### src/design/scp_pkg.sv
// ---------------------------------------------------------------------------
// scp_pkg
// Shared types and constants for the second-chance page replacement block.
// ---------------------------------------------------------------------------
package scp_pkg;

    // default build sizes
    localparam int SLOTS_DEF     = 16;
    localparam int PAGE_BITS_DEF = 16;

    // fixed port field widths
    localparam int PAGE_W      = 16;
    localparam int SLOT_IDX_W  = 4;
    localparam int ACTIVE_W    = 5;
    localparam int IN_DATA_W   = 16;
    localparam int OUT_DATA_W  = 24;
    localparam int OUT_USER_W  = 2;

    // active slot count after reset
    localparam logic [ACTIVE_W-1:0] ACTIVE_RESET = 5'd16;

    // bit positions in the result tuser
    localparam int USER_FAULT_BIT = 0;
    localparam int USER_EVICT_BIT = 1;

    // sequencer states
    typedef enum logic [2:0] {
        ST_IDLE,
        ST_SCAN,
        ST_SWEEP,
        ST_LOAD,
        ST_FINISH
    } scp_state_t;

endpackage

### src/design/second_chance_page_replacement.sv
// A hit gives its result once the sequential lookup has compared its slot; a miss runs
// the lookup over every active slot, then the clock-hand sweep (ST_SWEEP), the victim
// load (ST_LOAD) and the result hand-off (ST_FINISH).
// Throughput: one access at a time; the next input transfer can come in the cycle after the
// result is loaded, and a stalled result holds the block until the output register frees.
// Reset (aresetn low, synchronous) clears the used, reference and dirty bits,
// the clock hand and the output valid, and sets active_slots to 16.
// ---------------------------------------------------------------------------
// second_chance_page_replacement
// Enhanced second-chance clock replacement over a small set of frame slots,
// with a sequential page lookup and a one-slot-per-cycle clock sweep.
// ---------------------------------------------------------------------------
module second_chance_page_replacement
    import scp_pkg::*;
#(
    parameter int SLOTS     = SLOTS_DEF,
    parameter int PAGE_BITS = PAGE_BITS_DEF
) (
    input  logic                  aclk,
    input  logic                  aresetn,
    // configuration write: active_slots
    input  logic                  cfg_wr_en,
    input  logic [ACTIVE_W-1:0]   cfg_wr_data,
    // access stream
    input  logic                  s_tvalid,
    output logic                  s_tready,
    input  logic [IN_DATA_W-1:0]  s_tdata,   // [15:0] page_number
    input  logic [0:0]            s_tuser,   // [0] is_write
    // result stream
    output logic                  m_tvalid,
    input  logic                  m_tready,
    output logic [OUT_DATA_W-1:0] m_tdata,   // [3:0] slot_index, [19:4] evicted_page, zero pad
    output logic [OUT_USER_W-1:0] m_tuser    // [0] fault, [1] evicted_valid
);

    localparam int SLOT_W = (SLOTS > 1) ? $clog2(SLOTS) : 1;
    localparam int PW     = (PAGE_BITS < PAGE_W) ? PAGE_BITS : PAGE_W;

    // sequencer
    scp_state_t state_reg, state_next;

    // configuration and slot state
    logic [ACTIVE_W-1:0] active_reg;
    logic [SLOTS-1:0]    used_reg;
    logic [SLOTS-1:0]    ref_reg;
    logic [SLOTS-1:0]    dirty_reg;
    logic [SLOT_W-1:0]   hand_reg;
    logic [PW-1:0]       page_mem [SLOTS];
    logic [PW-1:0]       mem_q_reg;

    // current access
    logic [PW-1:0]       page_reg;
    logic                wr_reg;
    logic [SLOT_W-1:0]   scan_idx_reg;
    logic [SLOT_W-1:0]   cmp_idx_reg;
    logic                cmp_vld_reg;
    logic [SLOT_W-1:0]   victim_reg;

    // staged result
    logic                res_fault_reg;
    logic [SLOT_W-1:0]   res_slot_reg;
    logic                res_ev_vld_reg;
    logic [PW-1:0]       res_ev_page_reg;

    // output register
    logic                  m_tvalid_reg;
    logic [OUT_DATA_W-1:0] m_tdata_reg;
    logic [OUT_USER_W-1:0] m_tuser_reg;

    // decoded control
    logic [31:0]       n32;
    logic [SLOT_W-1:0] last_idx;
    logic              in_xfer;
    logic              hit;
    logic              scan_end;
    logic              victim_found;
    logic              out_free;
    logic              out_load;
    logic [SLOT_W-1:0] rd_addr;
    logic [SLOT_W-1:0] hand_adv;
    logic [SLOT_W-1:0] hand_start;

    // clamp the active count and find the last active slot
    always_comb begin
        if (active_reg == '0) begin
            n32 = 32'd1;
        end else if (32'(active_reg) > 32'(SLOTS)) begin
            n32 = 32'(SLOTS);
        end else begin
            n32 = 32'(active_reg);
        end
        last_idx = SLOT_W'(n32 - 32'd1);
    end

    // lookup and sweep decode
    assign in_xfer      = s_tvalid && s_tready;
    assign hit          = (state_reg == ST_SCAN) && cmp_vld_reg && used_reg[cmp_idx_reg]
                          && (mem_q_reg == page_reg);
    assign scan_end     = (state_reg == ST_SCAN) && cmp_vld_reg && (cmp_idx_reg == last_idx)
                          && !hit;
    assign victim_found = !ref_reg[hand_reg] && !dirty_reg[hand_reg];
    assign out_free     = !m_tvalid_reg || m_tready;
    assign hand_adv     = (hand_reg == last_idx) ? '0 : hand_reg + SLOT_W'(1);
    assign hand_start   = (hand_reg > last_idx) ? '0 : hand_reg;

    // next state
    always_comb begin
        state_next = state_reg;
        unique case (state_reg)
            ST_IDLE: begin
                if (in_xfer) state_next = ST_SCAN;
            end
            ST_SCAN: begin
                priority if (hit)  state_next = ST_FINISH;
                else if (scan_end) state_next = ST_SWEEP;
            end
            ST_SWEEP: begin
                if (victim_found) state_next = ST_LOAD;
            end
            ST_LOAD: begin
                state_next = ST_FINISH;
            end
            ST_FINISH: begin
                if (out_free) state_next = ST_IDLE;
            end
            default: state_next = ST_IDLE;
        endcase
    end

    // state outputs
    always_comb begin
        s_tready = 1'b0;
        out_load = 1'b0;
        rd_addr  = scan_idx_reg;
        unique case (state_reg)
            ST_IDLE:   s_tready = 1'b1;
            ST_SCAN:   rd_addr  = scan_idx_reg;
            ST_SWEEP:  rd_addr  = hand_reg;
            ST_LOAD:   rd_addr  = victim_reg;
            ST_FINISH: out_load = out_free;
            default:   s_tready = 1'b0;
        endcase
    end

    // state register and configuration
    always_ff @(posedge aclk) begin
        if (!aresetn) begin
            state_reg  <= ST_IDLE;
            active_reg <= ACTIVE_RESET;
        end else begin
            state_reg <= state_next;
            if (cfg_wr_en) active_reg <= cfg_wr_data;
        end
    end

    // page store, one read and one write port
    always_ff @(posedge aclk) begin
        mem_q_reg <= page_mem[rd_addr];
        if (state_reg == ST_LOAD) page_mem[victim_reg] <= page_reg;
    end

    // capture the access and step the lookup address
    always_ff @(posedge aclk) begin
        if (!aresetn) begin
            cmp_vld_reg <= 1'b0;
        end else if (in_xfer) begin
            cmp_vld_reg <= 1'b0;
        end else if (state_reg == ST_SCAN) begin
            cmp_vld_reg <= 1'b1;
        end
    end

    always_ff @(posedge aclk) begin
        if (in_xfer) begin
            page_reg     <= s_tdata[PW-1:0];
            wr_reg       <= s_tuser[0];
            scan_idx_reg <= '0;
        end else if (state_reg == ST_SCAN) begin
            cmp_idx_reg <= scan_idx_reg;
            if (scan_idx_reg != last_idx) scan_idx_reg <= scan_idx_reg + SLOT_W'(1);
        end
    end

    // slot flags and clock hand
    always_ff @(posedge aclk) begin
        if (!aresetn) begin
            used_reg  <= '0;
            ref_reg   <= '0;
            dirty_reg <= '0;
            hand_reg  <= '0;
        end else begin
            if (hit) begin
                ref_reg[cmp_idx_reg]   <= 1'b1;
                dirty_reg[cmp_idx_reg] <= dirty_reg[cmp_idx_reg] | wr_reg;
            end
            if (scan_end) hand_reg <= hand_start;
            if (state_reg == ST_SWEEP) begin
                priority if (ref_reg[hand_reg]) ref_reg[hand_reg]   <= 1'b0;
                else if (dirty_reg[hand_reg])   dirty_reg[hand_reg] <= 1'b0;
                hand_reg <= hand_adv;
            end
            if (state_reg == ST_LOAD) begin
                used_reg[victim_reg]  <= 1'b1;
                ref_reg[victim_reg]   <= 1'b1;
                dirty_reg[victim_reg] <= wr_reg;
            end
        end
    end

    // victim slot and staged result
    always_ff @(posedge aclk) begin
        if ((state_reg == ST_SWEEP) && victim_found) victim_reg <= hand_reg;
        if (hit) begin
            res_fault_reg   <= 1'b0;
            res_slot_reg    <= cmp_idx_reg;
            res_ev_vld_reg  <= 1'b0;
            res_ev_page_reg <= '0;
        end else if (state_reg == ST_LOAD) begin
            res_fault_reg   <= 1'b1;
            res_slot_reg    <= victim_reg;
            res_ev_vld_reg  <= used_reg[victim_reg];
            res_ev_page_reg <= used_reg[victim_reg] ? mem_q_reg : '0;
        end
    end

    // pack the result fields
    logic [SLOT_W+SLOT_IDX_W-1:0] slot_wide;
    logic [PW+PAGE_W-1:0]         page_wide;
    logic [OUT_DATA_W-1:0]        data_pack;

    always_comb begin
        slot_wide = {{SLOT_IDX_W{1'b0}}, res_slot_reg};
        page_wide = {{PAGE_W{1'b0}}, res_ev_page_reg};
        data_pack = '0;
        data_pack[SLOT_IDX_W-1:0]               = slot_wide[SLOT_IDX_W-1:0];
        data_pack[SLOT_IDX_W+PAGE_W-1:SLOT_IDX_W] = page_wide[PAGE_W-1:0];
    end

    // output register, freed by a result transfer
    always_ff @(posedge aclk) begin
        if (!aresetn) begin
            m_tvalid_reg <= 1'b0;
        end else if (out_load) begin
            m_tvalid_reg <= 1'b1;
        end else if (m_tready) begin
            m_tvalid_reg <= 1'b0;
        end
    end

    always_ff @(posedge aclk) begin
        if (out_load) begin
            m_tdata_reg                 <= data_pack;
            m_tuser_reg[USER_FAULT_BIT] <= res_fault_reg;
            m_tuser_reg[USER_EVICT_BIT] <= res_ev_vld_reg;
        end
    end

    assign m_tvalid = m_tvalid_reg;
    assign m_tdata  = m_tdata_reg;
    assign m_tuser  = m_tuser_reg;

endmodule

### config.mk
export PLATFORM = sky130hd
export DESIGN_NAME = second_chance_page_replacement
export DESIGN_NICKNAME = d
export VERILOG_FILES = /design/src/design/scp_pkg.sv /design/src/design/second_chance_page_replacement.sv
export SDC_FILE = /design/constraint.sdc
export NUM_CORES = 1
export LEC_CHECK = 0
export ABC_AREA = 1
export BUFFER_PORTS_ARGS = -buffer_cell sky130_fd_sc_hd__buf_2
export CORE_MARGIN = 4
export CORE_UTILIZATION = 49
export CTS_CLUSTER_DIAMETER = 150
export DETAILED_ROUTE_END_ITERATION = 8
export GPL_TIMING_DRIVEN = 1
export PLACE_DENSITY_LB_ADDON = 0.1
export SETUP_SLACK_MARGIN = 0.2
export SLEW_MARGIN = 10
export SYNTH_ARGS = -nofsm -noshare
export SYNTH_HDL_FRONTEND = slang
export SYNTH_SLANG_ARGS = --single-unit
### constraint.sdc
create_clock -name aclk -period 2.9 [get_ports aclk]
set_input_delay 0.145 -clock aclk [delete_from_list [all_inputs] [get_ports aclk]]
set_output_delay 0.145 -clock aclk [all_outputs]
set_load 0.01 [all_outputs]
After elaboration in Yosys (flattened, before gate mapping)

Memory sizes are Yosys's and may differ from the RTL's. A register that Yosys moved wholly into a read port is not among the register bits.
Index checks and enable logic that the tools add are counted.

Multiplexer cells: 53
Bitwise operators: 9
Reductions and logical operators: 27
Magnitude comparators: 8
Add/sub/neg operators: 3
Equality and inequality tests: 12

Operators by type and width:

| operator                                                                             | count |
|---|---|
| 16-bit 2-to-1 mux                                                                    | 14 |
| 16-bit OR                                                                            | 3 |
| 16-bit AND                                                                           | 2 |
| 16-bit bitwise mux                                                                   | 2 |
| 4-bit 2-to-1 mux                                                                     | 8 |
| 1-bit binary-select mux with 4-bit select                                            | 5 |
| 16-bit == test                                                                       | 1 |
| 16-bit inverter                                                                      | 1 |
| 4-bit by 5-bit less-than comparator with 1-bit output (second input constant)        | 3 |
| 3-bit 2-to-1 mux                                                                     | 5 |
| 3-bit case mux with 5 select lines                                                   | 1 |
| 1-bit 2-to-1 mux                                                                     | 14 |
| 1-bit demux with 4-bit select                                                        | 3 |
| 4-bit by 1-bit greater-or-equal comparator with 1-bit output (second input constant) | 3 |
| 1-bit logical AND                                                                    | 11 |
| 4-bit by 1-bit adder with 4-bit output (second input constant)                       | 2 |
| 4-bit == test                                                                        | 2 |
| 4-bit case mux with 2 select lines                                                   | 1 |
| 2-bit nonzero test                                                                   | 4 |
| 3-bit by 2-bit == test with 1-bit output (second input constant)                     | 2 |
| 2-bit != test (second input constant)                                                | 3 |
| 2-bit AND reduction                                                                  | 3 |
| 5-bit > comparator (second input constant)                                           | 1 |
| 5-bit zero test                                                                      | 1 |
| 13 further kinds                                                                     | 17 |

Memories kept: 1
Output and inout port bits: 28
Register bits: 135
Word-level logic and storage cells: 132
RAM bits: 256
Bits of input ports: 27

Memory list:

| name     | words | bits a word | read ports | clocked after memory_dff | write ports | RTL line                             | RTL |
|---|---|---|---|---|---|---|---|
| page_mem | 16    | 16          | 1          | 1                        | 1           | second_chance_page_replacement.sv:48 | `logic [PW-1:0] page_mem [SLOTS];` |

Depth between registers and ports, before layout

Gate-level depths: netlist of run 1.

Word-level depth: 14
Gate-level depth with buffers: 17
Depth with buffers taken out: 17

Least setup slack after synthesis of run 1

OpenSTA, ideal clock, no wires.

Kind: register -> register
Start: register hand_reg[0]
End: register victim_reg[0], enable pin
Data required time: 2.539 ns
Period minus slack after synthesis: 2.054 ns
Setup slack: 0.846 ns
Data arrival time: 1.692 ns
Buffers on the path: 3
Library setup time: 0.361 ns
Stages on the path, launching flop included: 12
Cell sequence: dfxtp_1 > buf_2 > buf_2 > nand2_1 > o211ai_1 > nand2_1 > nand2_1 > nand2_1 > inv_1 > nand2_1 > buf_2 > nor3_1

Longest elaborated chain between the ends: 5
Elaborated cells on any way between the ends: 8
Those cells by class: mux (4); reduce/logical (4)

Ends and longest elaborated chain:

| what                                      | RTL line                              | RTL |
|---|---|---|
| start, declared                           | second_chance_page_replacement.sv:47  | `logic [SLOT_W-1:0] hand_reg;` |
| start signal, assigned                    | second_chance_page_replacement.sv:196 | `if (scan_end) hand_reg <= hand_start;` |
| start signal, assigned                    | second_chance_page_replacement.sv:200 | `hand_reg <= hand_adv;` |
| 1-bit binary-select mux with 4-bit select | second_chance_page_replacement.sv:101 | `assign victim_found = !ref_reg[hand_reg] && !dirty_reg[hand_reg];` |
| 1-bit 2-to-1 mux (implied by the code)    | second_chance_page_replacement.sv:101 |  |
| 1-bit zero test                           | second_chance_page_replacement.sv:101 |  |
| 1-bit logical AND (*)                     | second_chance_page_replacement.sv:101 |  |
| 1-bit logical AND (*)                     | second_chance_page_replacement.sv:212 | `if ((state_reg == ST_SWEEP) && victim_found) victim_reg <= hand_reg;` |
| end signal, assigned                      | second_chance_page_replacement.sv:212 |  |
| end, declared                             | second_chance_page_replacement.sv:57  | `logic [SLOT_W-1:0] victim_reg;` |

Every way passes the cells marked *; elsewhere a longest branch is shown, timed or not. The select of a mux whose other input is x is not followed.
A chain may end at the register's enable or synchronous reset.

Final worst setup path of run 1

Start: register active_reg[4]
End: register hand_reg[2]

Longest elaborated chain between the ends: 9
Elaborated cells on any way between the ends: 15
Those cells by class: add/sub (1); order compare (2); eq/ne (2); mux (4); reduce/logical (6)

Ends and longest elaborated chain:

| what                                                       | RTL line                              | RTL |
|---|---|---|
| start, declared                                            | second_chance_page_replacement.sv:43  | `logic [ACTIVE_W-1:0] active_reg;` |
| start signal, assigned                                     | second_chance_page_replacement.sv:152 | `if (cfg_wr_en) active_reg <= cfg_wr_data;` |
| 5-bit > comparator                                         | second_chance_page_replacement.sv:87  | `end else if (32'(active_reg) > 32'(SLOTS)) begin` |
| 4-bit 2-to-1 mux                                           | second_chance_page_replacement.sv:87  |  |
| 4-bit 2-to-1 mux (*)                                       | second_chance_page_replacement.sv:85  | `if (active_reg == '0) begin` |
| 4-bit by 1-bit subtractor with 4-bit output (*)            | second_chance_page_replacement.sv:92  | `last_idx = SLOT_W'(n32 - 32'd1);` |
| branches (longest 5 deep; another with 4-bit > comparator) | --                                    |  |

Every way passes the cells marked *.

==> summary.md, run 1 <==
| Metric | Value |
|---|---|
| Status | `complete, no violations` |
| Synth Register Bits | `407` |
| Top FF cell, synth | `edfxtp_1` |
| Clk pin slew, worst setup/hold paths | `0.06 ns` |
| Routed Antenna Nets | `0` |
| Area grow syn2layout | `16.0%` |
| Reg-to-reg slack, setup | `0.47 ns` |
| Vias in the first global route | `12744` |
| GRT Resource Usage Total | `25.5%` |
| DP HPWL | `30.3 mm` |
| Hold Crit Class | `in2reg` |
| Worst skew pair latency | `0.58 ns` |
| Detailed-route via count | `13437` |
| Post-Synth XOR/XNOR Area | `0.445%` |
| Reg2reg start | `active_reg[4]` |
| Startpoint class of the critical path | `flip-flop` |
| CTS H-tree depth | `2` |
| Post-synth top area share | `52.0%` |
| Number of enable flip-flop cells after synthesis | `307` |
| MaxCap Viol Count | `0` |
| Final hold violations | `0` |
| Sink Count | `407` |
| First-pass GRT wire length | `75.4 mm` |
| Mean Syn Cell Area | `9.88 um^2` |
| Leak pwr | `7.91 nW` |
| Layout cells sized above 1 | `14.3%` |
| Post-Route WL | `50.4 mm` |
| DR pass1 iterations | `6` |
| Worst hold path cell count | `2` |
| Compound-Gate Fraction of Synth Area | `8.10%` |
| Slew @ Worst Pin | `1.04 ns` |
| Clock Tree Buf Depth | `3` |
| Initial antenna violation count | `1` |
| Grt ovf | `0` |
| Vias per Instance | `5.58` |
| WL/cell | `20.9 um` |
| Die W | `198 um` |
| P per Cell Area | `687 nW/um^2` |
| Design Area, Final | `20600 um^2` |
| WP data arrival | `2.93 ns` |
| Synth warn | `0` |
| Worst Path Required | `3.40 ns` |
| First DRT Iteration DRCs | `1171` |
| WHS Endpoint | `page_reg[6]` |
| Number of port buffers | `50` |
| Crit path time final | `2.43 ns` |
| CTS Buf Count | `44` |
| CP endpoint kind | `flip-flop` |
| Simple-Gate Fraction of Synth Area | `21.6%` |
| Ports | `55` |
| Final period util | `83.9%` |
| Most frequent cells after synthesis | `nand2_1, edfxtp_1, nor2_1` |
| Synth Area in Adders | `0.564%` |
| Drt drc | `0` |
| Die Span Y | `198 um` |
| Most common cell in the netlist | `nand2_1` |
| Cell variety after synth | `40` |
| Yosys top cell by area | `edfxtp_1` |
| CP Max Fanout | `8` |
| Root Driver | `clkbuf_16` |
| CTS tree | `done` |
| Diodes inserted | `0` |
| Initial Utilization | `49.7%` |
| Main combinational cell family by area after synthesis | `simple AND/OR/NAND/NOR gates` |
| Setup violators final | `0` |
| Dpl cell area | `18800 um^2` |
| Post-synth ARST share | `0%` |
| Area of the core | `35700 um^2` |
| Peak supply drop | `0.636 mV` |
| Top cells by area, synth | `edfxtp_1, dfxtp_1, nand2_1` |
| Crit Path Class | `reg2reg` |
| Final GP Congestion | `0.903` |
| Die footprint | `39300 um^2` |
| Sequential share of the synthesized area | `63.3%` |
| Setup Skew | `0.0203 ns` |
| Filler cell count | `3087` |
| Synthesized instance count | `1795` |
| Unrepaired setup endpoints after global routing | `false` |
| Max FFs per register | `256` |
| Setup_tns | `0 ns` |
| Worst rel slew slack | `30.5%` |
| Row Count | `69` |
| Max frequency | `0.411 GHz` |
| HP Start | `s_tdata[6]` |
| R2R depth | `15` |
| Synth Cell Area | `17700 um^2` |
| Multiplexer share of the synthesized area | `0%` |
| Worst reg2reg endpoint | `hand_reg[2]` |
| Pins over their slew limit | `0` |
| Largest net degree at the start of global routing | `84` |
| Final net count | `1948` |
## cell type report
cell class	instances	area, um^2	area share [%]
clock buffer	58	1190	5.81
clock inverter	24	208	1.01
inverter	160	606	2.94
multi-input combinational	1142	5500	26.7
sequential	407	11200	54.6
tap	461	577	2.80
timing repair buffer	158	1260	6.13
## routing by layer
| metal | part of all wire (%) | vias to the layer above | GRT usage (%) |
|---|---|---|---|
| met1 | 43 | 6545 | 36.0 |
| met2 | 47 | 465 | 40.8 |
| met5 | 0 | - | 0 |
| met4 | 2.9 | 0 | 8.57 |
| li1 | - | 6335 | - |
| met3 | 7.0 | 92 | 4.00 |
## report_power, final
part	switching, W	leakage [nW]	internal, W
Sequential	0.000196	3.59	0.00642
Combinational	0.00132	3.63	0.000706
Clock	0.00231	0.687	0.00318
## timing repair
item,4_1_cts,5_1_grt
hold endpoints to repair,28,0
buffers inserted,0,2
endpoints found under the setup margin,0,9
hold buffers,35,0
resized for setup,0,2
## stage by stage
| step | setup slack (ns) | hold WS, ns | std cells | power [W] | util (%) |
|---|---|---|---|---|---|
| after floorplan | 0.846 | 0.243 | 1798 | 0.00798 | - |
| after detailed placement | 0.413 | 0.324 | 2290 | 0.00871 | 52.7 |
| after global routing | 0.224 | 0.290 | 2410 | 0.0147 | 57.7 |
| after CTS | 0.396 | 0.258 | 2407 | 0.0142 | 57.6 |
| final | 0.468 | 0.280 | 2410 | 0.0141 | 57.7 |
| after global placement | 0.435 | 0.322 | 2290 | 0.00869 | 52.7 |
## worst max-delay path by stage
stage                        startpoint       endpoint
after floorplan             hand_reg[0]  victim_reg[0]
after global placement    active_reg[4]    hand_reg[1]
after detailed placement  active_reg[4]    hand_reg[1]
after CTS                 active_reg[4]    hand_reg[1]
after global routing      active_reg[4]    hand_reg[2]
final                     active_reg[4]    hand_reg[2]
## logic make-up after synthesis
logic type	after synthesis
AOI/OAI and AO/OA	245
xor gates and xnor gates	9
adders and majority gates	8
buffers and inverters	250
DFF	407
other	1
and+or+nand+nor	875
## critical path: stages (launching register included)
cell	delay, ns
dfxtp_1	0.39
clkinvlp_4	0.19
o21ai_0	0.16
nand2_1	0.13
nand2_1	0.13
nand2_1	0.12
ha_1	0.32
nand2_1	0.07
inv_1	0.06
a221oi_1	0.23
nand2_1	0.09
nand2_1	0.07
nor2_1	0.05
nand2_1	0.13
nand3_1	0.09
a21oi_1	0.13
## placed cells by master, fill, tap and decap left out, types with 6 or more instances in the layout
cell	netlist	layout
dlygate4sd3_1	0	35
o211ai_1	68	68
clkbuf_1	28	11
a21oi_1	58	58
buf_2	35	50
nand4_1	26	26
o21ai_0	71	71
o21ai_1	34	33
inv_2	7	6
or2_2	64	64
clkinv_1	2	7
nor2_2	6	7
nor2_1	221	220
clkbuf_16	0	45
ha_1	8	8
buf_4	17	64
inv_1	151	151
nand2_1	358	357
edfxtp_1	307	307
dfxtp_1	100	100
buf_12	0	9
clkinv_2	0	10
nand3_1	185	185
No activity file was read; power rests on OpenSTA's default activity.
==> run 2, diff against run 1 <==
- clock period: 2.9 -> 2.2 ns (I/O delays scaled with it)
==> run 2 against run 1 <==
Net effect:
- critical path depth decreased by 1
- maximum frequency increased by 13%
- largest cell class unchanged
- count of clock-buffer cells in the layout increased by 1
- sequential cell count unchanged
- critical endpoint is now dirty_reg[15]
- clock power increased by 32%
- power increased by 42%
- worst hold slack got worse by 0.12 ns
- register-to-register slack got worse by 0.41 ns
- cell count increased by 4.3%
- global-route usage increased by 0.28 points
- first-iteration DRC count increased by 27%
==> summary.md, run 2 (synthesis results as in run 1) <==
| Metric | Value |
|---|---|
| Status | `complete, no violations` |
| R2R depth | `14` |
| Worst hold path cell count | `3` |
| Number of port buffers | `50` |
| Peak supply drop | `0.614 mV` |
| Initial Utilization | `49.7%` |
| Layout cells sized above 1 | `26.5%` |
| Area of the core | `35700 um^2` |
| Diodes inserted | `0` |
| WP data arrival | `2.63 ns` |
| Pins over their slew limit | `0` |
| Crit path max-delay family | `simple AND/OR/NAND/NOR gates` |
| Die footprint | `39300 um^2` |
| Setup violators final | `0` |
| Stages on worst setup path | `14` |
| Area grow syn2layout | `29.7%` |
| CTS tree | `done` |
| Initial antenna violation count | `0` |
| Worst skew pair latency | `0.56 ns` |
| Reg-to-reg slack, setup | `0.05 ns` |
| Worst hold slack | `0.165 ns` |
| HP Start | `aresetn` |
| Startpoint class of the critical path | `flip-flop` |
| Die W | `198 um` |
| Routed Antenna Nets | `0` |
| WL/cell | `22.4 um` |
| MaxCap Viol Count | `0` |
| DP HPWL | `31.2 mm` |
| Crit path largest cell delay | `0.54 ns` |
| Leak pwr | `8.90 nW` |
| Vias per Instance | `5.64` |
| Crit path max-delay cell type | `edfxtp_1` |
| Worst Path Required | `2.68 ns` |
| Slew @ Worst Pin | `0.629 ns` |
| Post-Route WL | `56.3 mm` |
| Setup Skew | `0.0182 ns` |
| Most frequent cells in the layout | `edfxtp_1, nand2_1, nor2_1` |
| Vias in the first global route | `12887` |
| First-pass GRT wire length | `77.1 mm` |
| Crit-path cells | `inv_1 > nand2_1 > nand2_1 > nor2_1 > nand2_1 > nor2_1 > nand3_2 > nor2_4 > buf_6 > clkbuf_16 > nand3_2 > nand2_1 > nand3_1 > a21oi_1` |
| Worst rel slew slack | `57.9%` |
| Buf+Inv Stages, Crit Path | `3` |
| Clk pin slew, worst setup/hold paths | `0.06 ns` |
| First DRT Iteration DRCs | `1493` |
| Dpl cells | `2334` |
| Crit Path Class | `reg2reg` |
| Grt ovf | `0` |
| WHS Endpoint | `used_reg[9]` |
| Overall power | `0.0201 W` |
| Most common cell after layout, fill and taps aside | `edfxtp_1` |
| Final period util | `97.6%` |
| Hold Crit Class | `in2reg` |
| Die Span Y | `198 um` |
| Fin util | `64.5%` |
| Final net count | `2053` |
| Crit path time final | `2.15 ns` |
| CP Max Fanout | `8` |
| CTS Buf Count | `43` |
| Worst reg2reg endpoint | `dirty_reg[15]` |
| Unrepaired setup endpoints after global routing | `true` |
| DR pass1 iterations | `6` |
| Root Driver | `clkbuf_16` |
| P per Cell Area | `872 nW/um^2` |
| Finished Layout Cells | `2514` |
| CTS H-tree depth | `2` |
| GRT Resource Usage Total | `25.8%` |
| Row Count | `69` |
| Final GP Congestion | `0.900` |
| Sink Count | `407` |
| CP endpoint kind | `flip-flop` |
| Clock Tree Buf Depth | `3` |
| Detailed-route via count | `14189` |
| Drt drc | `0` |
| Largest net degree at the start of global routing | `57` |
| Most used cell, CP | `nand2_1` |
| Max frequency | `0.466 GHz` |
| Final hold violations | `0` |
| Reg2reg start | `page_reg[1]` |
| Ports | `55` |
| Max FFs per register | `256` |
## run 2: worst reg2reg max path, stage by stage, from the launching register on
cell       delay [ns]
edfxtp_1         0.54
inv_1            0.08
nand2_1          0.06
nand2_1          0.11
nor2_1           0.11
nand2_1          0.05
nor2_1           0.11
nand3_2          0.13
nor2_4           0.19
buf_6            0.16
clkbuf_16        0.18
nand3_2          0.09
nand2_1          0.08
nand3_1          0.07
a21oi_1          0.12
## run 2: cell type report
cell class                 instances  area [um^2]
clock buffer                      59         1210
timing repair buffer             265         3040
multi-input combinational       1141         6100
tap                              461          577
fill                            2786        12700
clock inverter                    21          215
inverter                         160          623
sequential                       407        11200
## run 2: how the worst max path moves through the flow
stage	endpoint	start	slack, ns
6_report	dirty_reg[15]	page_reg[1]	0.05
5_1_grt	res_ev_vld_reg	page_reg[14]	-0.06
4_1_cts	dirty_reg[8]	page_reg[14]	0.15
3_5_place_dp	hand_reg[3]	active_reg[1]	0.06
3_3_place_gp	dirty_reg[3]	hand_reg[0]	0.06
2_1_floorplan	hand_reg[2]	active_reg[1]	0.20
## run 2: power by group
part	internal, W	switching, W
clock	0.00421	0.00302
sequential	0.00846	0.000196
combinational	0.00177	0.00239
## run 2: per-layer routing
layer  global-route usage (%)  wire [um]  part of all wire [%]
met1                     37.0      23700                    42
met3                     3.98       4320                   7.7
met5                        0          0                     0
met2                     40.5      26200                    46
met4                     8.80       2150                   3.8
## run 2: repair_timing
action / in CTS / in global routing
hold buffers: 29 / 0
resized for setup: 34 / 222
cloned: 2 / 30
endpoints found under the setup margin: 155 / 164
pin swaps: 5 / 83
setup buffers: 10 / 29
hold endpoints to repair: 28 / 0
## run 2: stage by stage
stage / setup TNS (ns) / area (um^2) / setup WS, ns
3_3_place_gp: 0 / 19400 / 0.0565
3_5_place_dp: 0 / 19400 / 0.0635
5_1_grt: -1.48 / 23000 / -0.0601
2_1_floorplan: 0 / 17800 / 0.204
6_report: 0 / 23000 / 0.0531
4_1_cts: 0 / 21400 / 0.154
